$ cat config.mk
export PLATFORM = sky130hd
export DESIGN_NAME = fqcs_ctrl
export DESIGN_NICKNAME = d
export VERILOG_FILES = /design/src/design/fqcs_pkg.sv /design/src/design/fqcs_ctrl.sv
export SDC_FILE = /design/constraint.sdc
export NUM_CORES = 1
export LEC_CHECK = 0
export BUFFER_PORTS_ARGS = -buffer_cell sky130_fd_sc_hd__buf_4
export CORE_UTILIZATION = 30
export CTS_CLUSTER_DIAMETER = 40
export DETAILED_ROUTE_END_ITERATION = 6
export GPL_TIMING_DRIVEN = 0
export PLACE_DENSITY = 0.61
export SLEW_MARGIN = 25
export SYNTH_ARGS = -nofsm -noshare
export SYNTH_HDL_FRONTEND = slang
export SYNTH_SLANG_ARGS = --single-unit
$ cat constraint.sdc
create_clock -name i_clk -period 2 [get_ports i_clk]
set_clock_uncertainty 0.05 [all_clocks]
set_input_delay 0.1 -clock i_clk [delete_from_list [all_inputs] [get_ports i_clk]]
set_output_delay 0.1 -clock i_clk [all_outputs]
set_load 0.02 [all_outputs]
$ cat src/design/fqcs_pkg.sv
// Package for the fair-queue CoDel scheduler: sizes, field widths, codes,
// and the command and status bundles between controller and datapath.
// No dependencies.
`default_nettype none

package fqcs_pkg;

    // Scheduler dimensions
    localparam int NUM_BINS    = 16;
    localparam int BIN_DEPTH   = 16;
    localparam int BIN_W       = $clog2(NUM_BINS);
    localparam int SLOT_W      = $clog2(BIN_DEPTH);
    localparam int FILL_W      = $clog2(BIN_DEPTH + 1);
    localparam int RFILL_W     = $clog2(NUM_BINS + 1);
    localparam int STORE_DEPTH = NUM_BINS * BIN_DEPTH;
    localparam int ADDR_W      = $clog2(STORE_DEPTH);

    // Field widths
    localparam int FLOW_W   = 4;
    localparam int LEN_W    = 16;
    localparam int TIME_W   = 32;
    localparam int TAG_W    = 16;
    localparam int STATUS_W = 2;
    localparam int DROPS_W  = 8;
    localparam int QUANT_W  = 16;
    localparam int DESC_W   = LEN_W + TIME_W + TAG_W;
    localparam int CREDIT_W = 18;
    localparam int COUNT_W  = 16;

    // Control law unit
    localparam int ROOT_W    = 24;
    localparam int SQ_IN_W   = 48;
    localparam int SQ_STEPS  = 24;
    localparam int DIV_STEPS = 48;
    localparam int STEP_W    = 6;

    // Configuration port
    localparam int PADDR_W = 4;
    localparam int PDATA_W = 32;
    localparam int REG_W   = 2;
    localparam logic [REG_W-1:0] REG_TARGET   = 2'd0;
    localparam logic [REG_W-1:0] REG_INTERVAL = 2'd1;
    localparam logic [REG_W-1:0] REG_QUANTUM  = 2'd2;

    // Opcodes and result status codes
    localparam logic OP_ENQ = 1'b0;
    localparam logic OP_DEQ = 1'b1;
    localparam logic [STATUS_W-1:0] ST_SENT = 2'd0;
    localparam logic [STATUS_W-1:0] ST_NONE = 2'd1;
    localparam logic [STATUS_W-1:0] ST_ENQ  = 2'd2;
    localparam logic [STATUS_W-1:0] ST_FULL = 2'd3;

    // Controller to datapath commands
    typedef struct packed {
        logic                accept;
        logic                enq_write;
        logic                load_front;
        logic                retire;
        logic                rotate;
        logic                pop_rd;
        logic                pop_commit;
        logic                clr_drop;
        logic                set_drop;
        logic                drops_inc;
        logic                count_inc;
        logic                count_enter;
        logic                law_start;
        logic                set_next_drop;
        logic                base_now;
        logic                credit_sub;
        logic                out_load;
        logic [STATUS_W-1:0] out_status;
    } t_cmd;

    // Datapath to controller status
    typedef struct packed {
        logic opcode;
        logic ring_empty;
        logic bin_empty;
        logic bin_neg;
        logic bin_full;
        logic dropping;
        logic due;
        logic pop_valid;
        logic pop_ok;
        logic law_done;
        logic out_free;
    } t_stat;

    // Reduce the classifier bin to the bin range
    function automatic logic [BIN_W-1:0] bin_of(input logic [FLOW_W-1:0] flow);
        return BIN_W'(32'(flow) % NUM_BINS);
    endfunction

endpackage

`default_nettype wire

$ cat src/design/fqcs_ctrl.sv
// Controller of the fair-queue CoDel scheduler: sequences enqueue, DRR bin
// selection, CoDel pops and drops, and control law updates. Depends on fqcs_pkg.
`default_nettype none

module fqcs_ctrl (
    input  wire logic             i_clk,
    input  wire logic             i_rst_n,
    input  wire logic             i_in_valid,
    output logic                  o_in_ready,
    input  wire fqcs_pkg::t_stat  i_stat,
    output fqcs_pkg::t_cmd        o_cmd
);

    localparam logic [3:0] S_IDLE       = 4'd0;
    localparam logic [3:0] S_ENQ        = 4'd1;
    localparam logic [3:0] S_PICK_LOAD  = 4'd2;
    localparam logic [3:0] S_PICK_EVAL  = 4'd3;
    localparam logic [3:0] S_POP_RD     = 4'd4;
    localparam logic [3:0] S_POP_WR     = 4'd5;
    localparam logic [3:0] S_SERVE      = 4'd6;
    localparam logic [3:0] S_LOOP_CHK   = 4'd7;
    localparam logic [3:0] S_LOOP_POST  = 4'd8;
    localparam logic [3:0] S_ENTER_POST = 4'd9;
    localparam logic [3:0] S_LAW_START  = 4'd10;
    localparam logic [3:0] S_LAW_WAIT   = 4'd11;
    localparam logic [3:0] S_RESULT     = 4'd12;
    localparam logic [3:0] S_DONE       = 4'd13;

    // Which pop of a dequeue is in flight
    localparam logic [1:0] PH_FIRST = 2'd0;
    localparam logic [1:0] PH_LOOP  = 2'd1;
    localparam logic [1:0] PH_ENTER = 2'd2;

    logic [3:0]                    r_state, n_state;
    logic [1:0]                    r_phase, n_phase;
    logic [fqcs_pkg::STATUS_W-1:0] r_status, n_status;

    always_comb begin
        n_state  = r_state;
        n_phase  = r_phase;
        n_status = r_status;
        o_cmd    = '0;
        o_cmd.out_status = r_status;
        unique case (r_state)
            S_IDLE: begin
                if (i_in_valid) begin
                    o_cmd.accept = 1'b1;
                    n_state      = S_ENQ;
                end
            end
            S_ENQ: begin
                // opcode is now registered
                if (i_stat.opcode == fqcs_pkg::OP_DEQ) begin
                    n_state = S_PICK_LOAD;
                end else if (i_stat.bin_full) begin
                    n_status = fqcs_pkg::ST_FULL;
                    n_state  = S_DONE;
                end else begin
                    o_cmd.enq_write = 1'b1;
                    n_status        = fqcs_pkg::ST_ENQ;
                    n_state         = S_DONE;
                end
            end
            S_PICK_LOAD: begin
                if (i_stat.ring_empty) begin
                    n_status = fqcs_pkg::ST_NONE;
                    n_state  = S_DONE;
                end else begin
                    o_cmd.load_front = 1'b1;
                    n_state          = S_PICK_EVAL;
                end
            end
            S_PICK_EVAL: begin
                priority if (i_stat.bin_empty) begin
                    o_cmd.retire = 1'b1;
                    n_state      = S_PICK_LOAD;
                end else if (i_stat.bin_neg) begin
                    o_cmd.rotate = 1'b1;
                    n_state      = S_PICK_LOAD;
                end else begin
                    n_phase = PH_FIRST;
                    n_state = S_POP_RD;
                end
            end
            S_POP_RD: begin
                o_cmd.pop_rd = 1'b1;
                n_state      = S_POP_WR;
            end
            S_POP_WR: begin
                o_cmd.pop_commit = 1'b1;
                unique case (r_phase)
                    PH_FIRST: n_state = S_SERVE;
                    PH_LOOP:  n_state = S_LOOP_POST;
                    default:  n_state = S_ENTER_POST;
                endcase
            end
            S_SERVE: begin
                priority if (i_stat.dropping) begin
                    o_cmd.clr_drop = !i_stat.pop_ok;
                    n_state        = S_LOOP_CHK;
                end else if (i_stat.pop_ok) begin
                    o_cmd.drops_inc = 1'b1;
                    n_phase         = PH_ENTER;
                    n_state         = S_POP_RD;
                end else begin
                    n_state = S_RESULT;
                end
            end
            S_LOOP_CHK: begin
                if (i_stat.due && i_stat.dropping) begin
                    o_cmd.drops_inc = 1'b1;
                    n_phase         = PH_LOOP;
                    n_state         = S_POP_RD;
                end else begin
                    n_state = S_RESULT;
                end
            end
            S_LOOP_POST: begin
                o_cmd.retire = !i_stat.pop_valid;
                if (!i_stat.pop_ok) begin
                    o_cmd.clr_drop = 1'b1;
                    n_state        = S_LOOP_CHK;
                end else begin
                    o_cmd.count_inc = 1'b1;
                    n_state         = S_LAW_START;
                end
            end
            S_ENTER_POST: begin
                o_cmd.retire      = !i_stat.pop_valid;
                o_cmd.set_drop    = 1'b1;
                o_cmd.count_enter = 1'b1;
                n_state           = S_LAW_START;
            end
            S_LAW_START: begin
                o_cmd.law_start = 1'b1;
                n_state         = S_LAW_WAIT;
            end
            S_LAW_WAIT: begin
                if (i_stat.law_done) begin
                    o_cmd.set_next_drop = 1'b1;
                    o_cmd.base_now      = (r_phase == PH_ENTER);
                    n_state = (r_phase == PH_LOOP) ? S_LOOP_CHK : S_RESULT;
                end
            end
            S_RESULT: begin
                if (i_stat.pop_valid) begin
                    o_cmd.credit_sub = 1'b1;
                    n_status         = fqcs_pkg::ST_SENT;
                    n_state          = S_DONE;
                end else begin
                    n_state = S_PICK_LOAD;
                end
            end
            S_DONE: begin
                if (i_stat.out_free) begin
                    o_cmd.out_load = 1'b1;
                    n_state        = S_IDLE;
                end
            end
            default: begin
                n_state = S_IDLE;
            end
        endcase
    end

    always_ff @(posedge i_clk) begin
        if (!i_rst_n) begin
            r_state  <= S_IDLE;
            r_phase  <= PH_FIRST;
            r_status <= fqcs_pkg::ST_NONE;
        end else begin
            r_state  <= n_state;
            r_phase  <= n_phase;
            r_status <= n_status;
        end
    end

    assign o_in_ready = (r_state == S_IDLE);

endmodule

`default_nettype wire

==> flow_metrics.py, run 1 <==
metrics = {
    "drt": {
        "routed_wl_um": 3110,
        "top_layer_used": "met4",
        "dr_wl_met2_um": 1460,
        "vias": 1173,
        "wl_met1_um": 1360,
        "first_pass_iters": 4,
        "route.detailed.drc": 0,
        "wl_met3_um": 269,
        "wl_per_cell_um": 14.7,
        "first_iter_violations": 53,
        "ant_nets": 0,
        "vias_per_cell": 5.56,
    },
    "logic_synthesis": {
        "ys_top_cells_by_area": "dfxtp_1, nor3_1, nand2_1",
        "synth_seq_cells": 8,
        "synthDominantCellAreaShare": 0.166,
        "yosys.area_share.simple": 0.429,
        "synth_compound_area_frac": 0.306,
        "synth-seq-area-share": 0.166,
        "yosys_most_used_dff": "dfxtp_1",
        "netlist_area_um2": 963,
        "synth_area_leader_cell": "dfxtp_1",
        "yosysMostFrequentCell": "nand2_1",
        "yosysWarnings": 0,
        "post_synth.cell_area_avg_um2": 7.35,
        "synthMuxAreaShare": 0.0104,
        "synth_xor_area_frac": 0,
        "synth_top_family_by_area": "simple AND/OR/NAND/NOR gates",
        "postSynthCellCount": 131,
        "synthArstFlopShare": 0,
        "ys_types": 52,
        "synthesis.nets": 145,
        "synthAdderAreaFrac": 0,
        "ys_top_cells_by_count": "nand2_1, nor2_1, nor3_1, dfxtp_1, a21oi_1",
        "synth_edf_count": 0,
    },
    "flow_run": {
        "max-cap-violations": 0,
    },
    "timing": {
        "finalHoldViolCount": 0,
        "max-slew-margin-rel": 0.686,
        "rsz0062_at_grt": "no",
        "tightest_slew_ps": 459,
        "fin_tns_setup_ps": 0,
        "post-route-period-util": 0.938,
        "slew_violations": 0,
        "min_period_ps": 1880,
        "finalSetupViolations": 0,
        "timing.fmax_ghz": 0.533,
    },
    "clocking": {
        "post_cts_buffers": 0,
        "clockBufferDepth": 2,
        "root_buffer": "clkbuf_4",
        "clock_sinks": 8,
        "cts_buffers": 3,
        "cts_tree": "done",
        "cts_htree_levels": 1,
        "ctsHoldBuffers": 0,
        "clk_pin_slew_ps": 50,
        "clkLatencyLatePin_ps": 250,
    },
    "place": {
        "gp_congestion": 0.890,
        "dp_cells": 208,
        "dp_hpwl_um": 2440,
        "numPortBuffers": 33,
    },
    "floorplan": {
        "core_mm2": 0.00305,
        "rows": 20,
        "start_util": 0.316,
        "die_area_mm2": 0.00344,
        "die_w_um": 58.7,
        "io_pins": 34,
        "die-height_um": 58.7,
    },
    "min_path": {
        "hold_path_class": "input port to register",
        "holdPathStages": 2,
    },
    "final_layout": {
        "antennaDiodeCount": 0,
        "instances_no_fill": 211,
        "utilization": 0.423,
        "drive_gt1_frac": 0.311,
        "syn2layout_area_growth_pct": 33.9,
        "final_nets": 183,
    },
    "power": {
        "power.internal_uw": 815,
        "pwr-share-clk": 0.071,
        "max-vdd-ir-drop_mv": 0.509,
        "leakage_nw": 0.563,
        "seq_power_share": 0.171,
        "swShare": 0.514,
        "p_switching_uw": 863,
        "p_comb_frac": 0.758,
        "power.density_mw_per_mm2": 1300,
    },
    "setup_path": {
        "cp_slowest_stage_delay_ps": 460,
        "end_kind": "output port",
        "crit_fanout": 10,
        "start_kind": "register",
        "cp_num_buf_inv": 3,
        "ff2ff_path_depth": 5,
        "worstPathRequired_ps": 1850,
        "crit_arrival_ps": 1730,
        "slowest_stage": "dfxtp_1",
        "path_depth": 5,
        "crit_path_frequent_cell": "buf_2",
        "crit_chain": "buf_2 > buf_2 > nand2_1 > nor4_1 > buf_4",
        "critPathKind": "register to output port",
        "crit_family": "buffers and inverters",
    },
    "global_routing": {
        "grt_max_degree": 11,
        "grt-ovfl-total": 0,
        "track_usage": 0.186,
        "grt_pass1_vias": 1073,
        "antenna_found_initial": 0,
        "grt_first_pass_wirelength_um": 4930,
    },
    "status": {
        "outcome": "complete, no violations",
    },
}
-- state kept, by name, indices dropped and copies added, names as in the netlist --
name / cells
r_phase: 2
r_state: 4
r_status: 2
-- power by group through the flow --
stage | combinational [mW] | sequential [mW] | clock [mW]
5_1_grt | 1.38 | 0.297 | 0.134
3_5_place_dp | 1.25 | 0.287 | 0
4_1_cts | 1.26 | 0.284 | 0.124
6_report | 1.27 | 0.287 | 0.120
2_1_floorplan | 0.886 | 0.282 | 0
3_3_place_gp | 1.26 | 0.288 | 0
-- routing by layer --
layer | up-vias | global-route usage
li1 | 560 | -
met1 | 546 | 0.252
met2 | 63 | 0.297
met3 | 4 | 0.0374
met4 | 0 | 0.0612
met5 | - | 0
-- logic make-up after synthesis --
group,after synthesis
and+or+nand+nor,69
muxes,1
buffers and inverters,15
AOI/OAI and AO/OA,38
DFF,8
-- final timing paths --
kind	from	end	slack, ps
worst min register to register	r_status[1]	r_status[1]	430
worst min-delay path	i_rst_n	r_status[1]	100
worst max-delay path	r_state[0]	o_cmd[14]	120
worst max register to register	r_state[0]	r_state[0]	220
-- per-stage QoR --
stage	worst slack, ps	hold slack [ps]	total power [mW]	instance area (µm²)
final	124	102	1.68	1290
after global routing	23.1	111	1.81	1290
after CTS	151	99.1	1.67	1290
after detailed placement	245	364	1.54	1270
after global placement	196	363	1.55	1270
after floorplan	383	184	1.17	963
-- placed cells by master (no fill, tap or decap), types with 3 or more instances in the layout --
| cell | count |
|---|---|
| buf_4 | 36 |
| nand2_1 | 11 |
| nor3_1 | 10 |
| nor2_1 | 10 |
| dfxtp_1 | 8 |
| a21oi_1 | 7 |
| inv_1 | 6 |
| and3_1 | 5 |
| nor2b_1 | 5 |
| o21ai_0 | 4 |
| and2_1 | 3 |
| nand2b_1 | 3 |
| a31oi_1 | 3 |
| clkbuf_4 | 3 |
-- what timing repair did --
item | in CTS | in global routing
hold endpoints to repair | 0 | 0
endpoints found under the setup margin | 0 | 2
gates resized for setup | 0 | 2
-- final cells by class --
type,instances,area (µm²)
buffer,9,63.8
clock buffer,3,22.5
fill,326,1760
inverter,6,22.5
multi-input combinational,108,718
sequential,8,160
tap,44,55.1
timing repair buffer,33,248
(Power assumes the default switching activity.)
==> run 2: changes to the inputs <==
Settings changed: CTS_BUF_LIST set to sky130_fd_sc_hd__clkbuf_16.
==> flow_metrics.py, run 2 (same netlist as run 1, synthesis figures left out) <==
metrics = {
    "clocking": {
        "clockBufferDepth": 2,
        "clock_sinks": 8,
        "cts_tree": "done",
        "ctsResizeCount": 0,
        "root_buffer": "clkbuf_16",
        "clk_pin_slew_ps": 40,
        "cts_htree_levels": 1,
        "post_cts_buffers": 0,
        "clkLatencyLatePin_ps": 230,
        "cts_buffers": 3,
        "ctsHoldBuffers": 0,
    },
    "final_layout": {
        "largestRegisters": "r_state (4), r_phase (2), r_status (2)",
        "final_nets": 183,
        "layout_commonest_cell": "buf_4",
        "layout_common_cells": "buf_4, nand2_1, nor3_1, nor2_1, dfxtp_1",
        "largest_reg_flops": 4,
        "utilization": 0.439,
        "top_register": "r_state",
        "syn2layout_area_growth_pct": 39.2,
        "antennaDiodeCount": 0,
        "drive_gt1_frac": 0.305,
    },
    "setup_path": {
        "crit_fanout": 10,
        "ff2ff_setup_slack_ps": 210,
        "start_kind": "register",
        "critPathKind": "register to output port",
        "crit_arrival_ps": 1700,
        "ff2ff_path_depth": 5,
        "end_kind": "output port",
        "worstPathRequired_ps": 1850,
    },
    "timing": {
        "finalSetupViolations": 0,
        "rsz0062_at_grt": "no",
        "tightest_slew_ps": 464,
        "max-slew-margin-rel": 0.683,
        "finalHoldViolCount": 0,
        "fin_tns_setup_ps": 0,
        "timing.fmax_ghz": 0.540,
        "min_period_ps": 1850,
        "slew_violations": 0,
        "post-route-period-util": 0.925,
    },
    "floorplan": {
        "core_mm2": 0.00305,
        "die-height_um": 58.7,
        "die_w_um": 58.7,
        "io_pins": 34,
        "start_util": 0.316,
        "rows": 20,
        "die_area_mm2": 0.00344,
    },
    "power": {
        "swShare": 0.469,
        "leakage_nw": 0.583,
        "p_switching_uw": 884,
        "pwr-share-clk": 0.173,
        "max-vdd-ir-drop_mv": 0.697,
        "power.density_mw_per_mm2": 1410,
        "seq_power_share": 0.153,
        "p_comb_frac": 0.675,
        "power.internal_mw": 1.00,
    },
    "drt": {
        "vias_per_cell": 5.52,
        "first_pass_iters": 4,
        "first_iter_violations": 61,
        "route.detailed.drc": 0,
        "routed_wl_um": 3090,
        "ant_nets": 0,
        "vias": 1165,
        "wl_per_cell_um": 14.6,
    },
    "place": {
        "gp_congestion": 0.890,
        "numPortBuffers": 33,
        "dp_hpwl_um": 2440,
    },
    "global_routing": {
        "antenna_found_initial": 0,
        "grt_first_pass_wirelength_um": 4890,
        "track_usage": 0.183,
        "grt_max_degree": 11,
        "grt_pass1_vias": 1067,
        "grt-ovfl-total": 0,
    },
    "min_path": {
        "holdPathStages": 2,
        "hold_path_class": "input port to register",
    },
    "status": {
        "outcome": "complete, no violations",
    },
    "flow_run": {
        "max-cap-violations": 0,
    },
}
==> run 2: metrics by stage <==
step	cells	power (mW)	setup WS, ps	instance area [µm²]	hold slack, ps
after global routing	211	2.02	17.2	1340	147
after floorplan	131	1.17	383	963	184
after global placement	208	1.55	196	1270	363
final	211	1.89	150	1340	131
after CTS	211	1.87	183	1340	129
after detailed placement	208	1.54	245	1270	364
==> run 2: metal layers <==
metal  GRT usage  routed length, µm
met5           0                  0
met4      0.0306                 14
met3      0.0374                258
met2       0.297               1450
met1       0.253               1370
==> run 2: path summary, 6_finish.rpt <==
path,startpoint,to
setup / recovery,r_state[0],o_cmd[14]
hold / removal,i_rst_n,r_status[1]
setup reg to reg,r_state[0],r_state[0]
hold reg to reg,r_status[1],r_status[1]
==> run 2: worst max-delay path, stage by stage, from the launching register on <==
cell	delay (ps)
dfxtp_1	450
buf_2	250
buf_2	240
nand2_1	130
nor4_1	200
buf_4	190
==> run 2: area by class of cell <==
type | count | area, µm²
Fill cell | 319 | 1710
Multi-Input combinational cell | 108 | 718
Timing Repair Buffer | 33 | 248
Sequential cell | 8 | 160
Clock buffer | 3 | 75.1
Buffer | 9 | 62.6
Tap cell | 44 | 55.1
Inverter | 6 | 22.5
==> run 2: power groups by stage <==
stage	sequential (mW)	clock [mW]	combinational, mW
floorplan	0.282	0	0.886
global placement	0.288	0	1.26
detailed placement	0.287	0	1.25
CTS	0.285	0.331	1.26
global route	0.298	0.342	1.38
finish	0.288	0.326	1.27
==> run 3: changes to the inputs <==
Settings changed: PLACE_DENSITY 0.61 to 0.63.
Clock period 2 ns to 1.6 ns, I/O delays scaled along.
==> flow_metrics.py, run 3 (same netlist as run 1, synthesis figures left out) <==
metrics = {
    "power": {
        "max-vdd-ir-drop_mv": 0.743,
        "power.density_mw_per_mm2": 1840,
        "pwr-share-clk": 0.146,
        "seq_power_share": 0.139,
        "leakage_nw": 0.646,
        "p_comb_frac": 0.716,
        "power.internal_mw": 1.54,
        "p_switching_mw": 1.28,
        "p_total_mw": 2.82,
        "swShare": 0.456,
    },
    "final_layout": {
        "n_fill_cell": 310,
        "syn2layout_area_growth_pct": 59.4,
        "drive_gt1_frac": 0.451,
        "layout_commonest_cell": "buf_4",
        "antennaDiodeCount": 0,
        "final_nets": 189,
        "largestRegisters": "r_state (4), r_phase (2), r_status (2)",
        "instances_no_fill": 217,
        "largest_reg_flops": 4,
        "utilization": 0.503,
        "top_register": "r_state",
        "layout_common_cells": "buf_4, nand2_1, nor3_1, nor2_1, a21oi_1",
    },
    "global_routing": {
        "grt_max_degree": 11,
        "grt-ovfl-total": 0,
        "grt_first_pass_wirelength_um": 5370,
        "antenna_found_initial": 0,
        "track_usage": 0.206,
        "grt_pass1_vias": 1120,
    },
    "setup_path": {
        "critPathKind": "register to output port",
        "slowest_stage": "dfxtp_4",
        "crit_chain": "buf_4 > nor2_2 > nand3_1 > inv_1 > buf_4",
        "cp_slowest_stage_delay_ps": 360,
        "start_kind": "register",
        "crit_fanout": 10,
        "cp_num_buf_inv": 3,
        "worstPathRequired_ps": 1470,
        "crit_path_frequent_cell": "buf_4",
        "crit_arrival_ps": 1480,
        "end_kind": "output port",
        "crit_family": "simple AND/OR/NAND/NOR gates",
    },
    "drt": {
        "route.detailed.drc": 0,
        "wl_per_cell_um": 16.4,
        "vias": 1229,
        "vias_per_cell": 5.66,
        "ant_nets": 0,
        "first_iter_violations": 54,
        "routed_wl_um": 3550,
        "first_pass_iters": 4,
    },
    "place": {
        "numPortBuffers": 33,
        "dp_cells": 208,
        "gp_congestion": 0.911,
        "dp_hpwl_um": 2490,
    },
    "floorplan": {
        "start_util": 0.316,
        "die_w_um": 58.7,
        "io_pins": 34,
        "die-height_um": 58.7,
        "core_mm2": 0.00305,
        "rows": 20,
        "die_area_mm2": 0.00344,
    },
    "clocking": {
        "clk_pin_slew_ps": 30,
        "clock_sinks": 8,
        "root_buffer": "clkbuf_16",
        "cts_buffers": 3,
        "clkLatencyLatePin_ps": 230,
        "clockBufferDepth": 2,
        "cts_tree": "done",
        "cts_htree_levels": 1,
    },
    "status": {
        "violations": "setup timing",
        "outcome": "finished, violations left",
    },
    "timing": {
        "min_period_ps": 1610,
        "slew_violations": 0,
        "layout_setup_ws_ps": -8.09,
        "max-slew-margin-rel": 0.757,
        "finalSetupViolations": 1,
        "tightest_slew_ps": 362,
        "rsz0062_at_grt": "yes",
        "timing.fmax_ghz": 0.622,
        "finalHoldViolCount": 0,
        "post-route-period-util": 1.01,
        "whs_ps": 102,
    },
    "flow_run": {
        "max-cap-violations": 0,
    },
    "min_path": {
        "hold_path_class": "input port to register",
    },
}
-- run 3: area by class of cell --
type | instances | area (µm²) | share of cell area
Sequential cell | 8 | 175 | 0.114
Buffer | 8 | 75.1 | 0.0489
Timing Repair Buffer | 40 | 325 | 0.212
Inverter | 6 | 22.5 | 0.0147
Tap cell | 44 | 55.1 | 0.0359
Clock buffer | 3 | 75.1 | 0.0489
Multi-Input combinational cell | 108 | 807 | 0.526
-- run 3: power by group through the flow --
stage               sequential [mW]  combinational [mW]  clock [mW]
floorplan                     0.352                1.11           0
global placement              0.356                1.59           0
detailed placement            0.357                1.57           0
CTS                           0.370                1.68       0.424
global route                  0.399                2.14       0.434
finish                        0.391                2.02       0.411
-- run 3: path summary, 6_finish.rpt --
| check | slack, ps | cells after the start | from | end |
|---|---|---|---|---|
| worst min register to register | 430 | 1 | r_status[1] | r_status[1] |
| worst max register to register | 30 | 5 | r_state[0] | r_state[3] |
| worst max-delay path | -8 | 5 | r_state[0] | o_cmd[3] |
| worst min-delay path | 100 | 3 | i_stat[0] | r_state[2] |
-- run 3: stage by stage --
stage	worst slack (ps)	cell area, µm²	setup TNS [ps]
after CTS	0.661	1380	0
after global placement	-222	1270	-355
final	-8.09	1540	-8.09
after floorplan	3.13	963	0
after global routing	-19.7	1540	-103
after detailed placement	-157	1270	-344
-- run 3: worst reg2reg max path, stage by stage (launching register included) --
cell	delay, ps
dfxtp_4	360
buf_4	170
nor2_2	320
o221ai_4	160
or2_1	250
o211ai_2	170
-- run 3: metal layers --
layer,GRT usage,vias up,share of wire
met5,0,-,0
met1,0.262,583,0.41
li1,-,566,-
met2,0.327,74,0.48
met4,0.0748,0,0.010
met3,0.0659,6,0.10
-- run 3: repair_timing --
item,in CTS,in global routing
setup endpoints to repair,12,12
gates resized for setup,16,22
gates cloned,0,1
pin swaps,1,9
buffers inserted,1,5
hold buffers,0,0
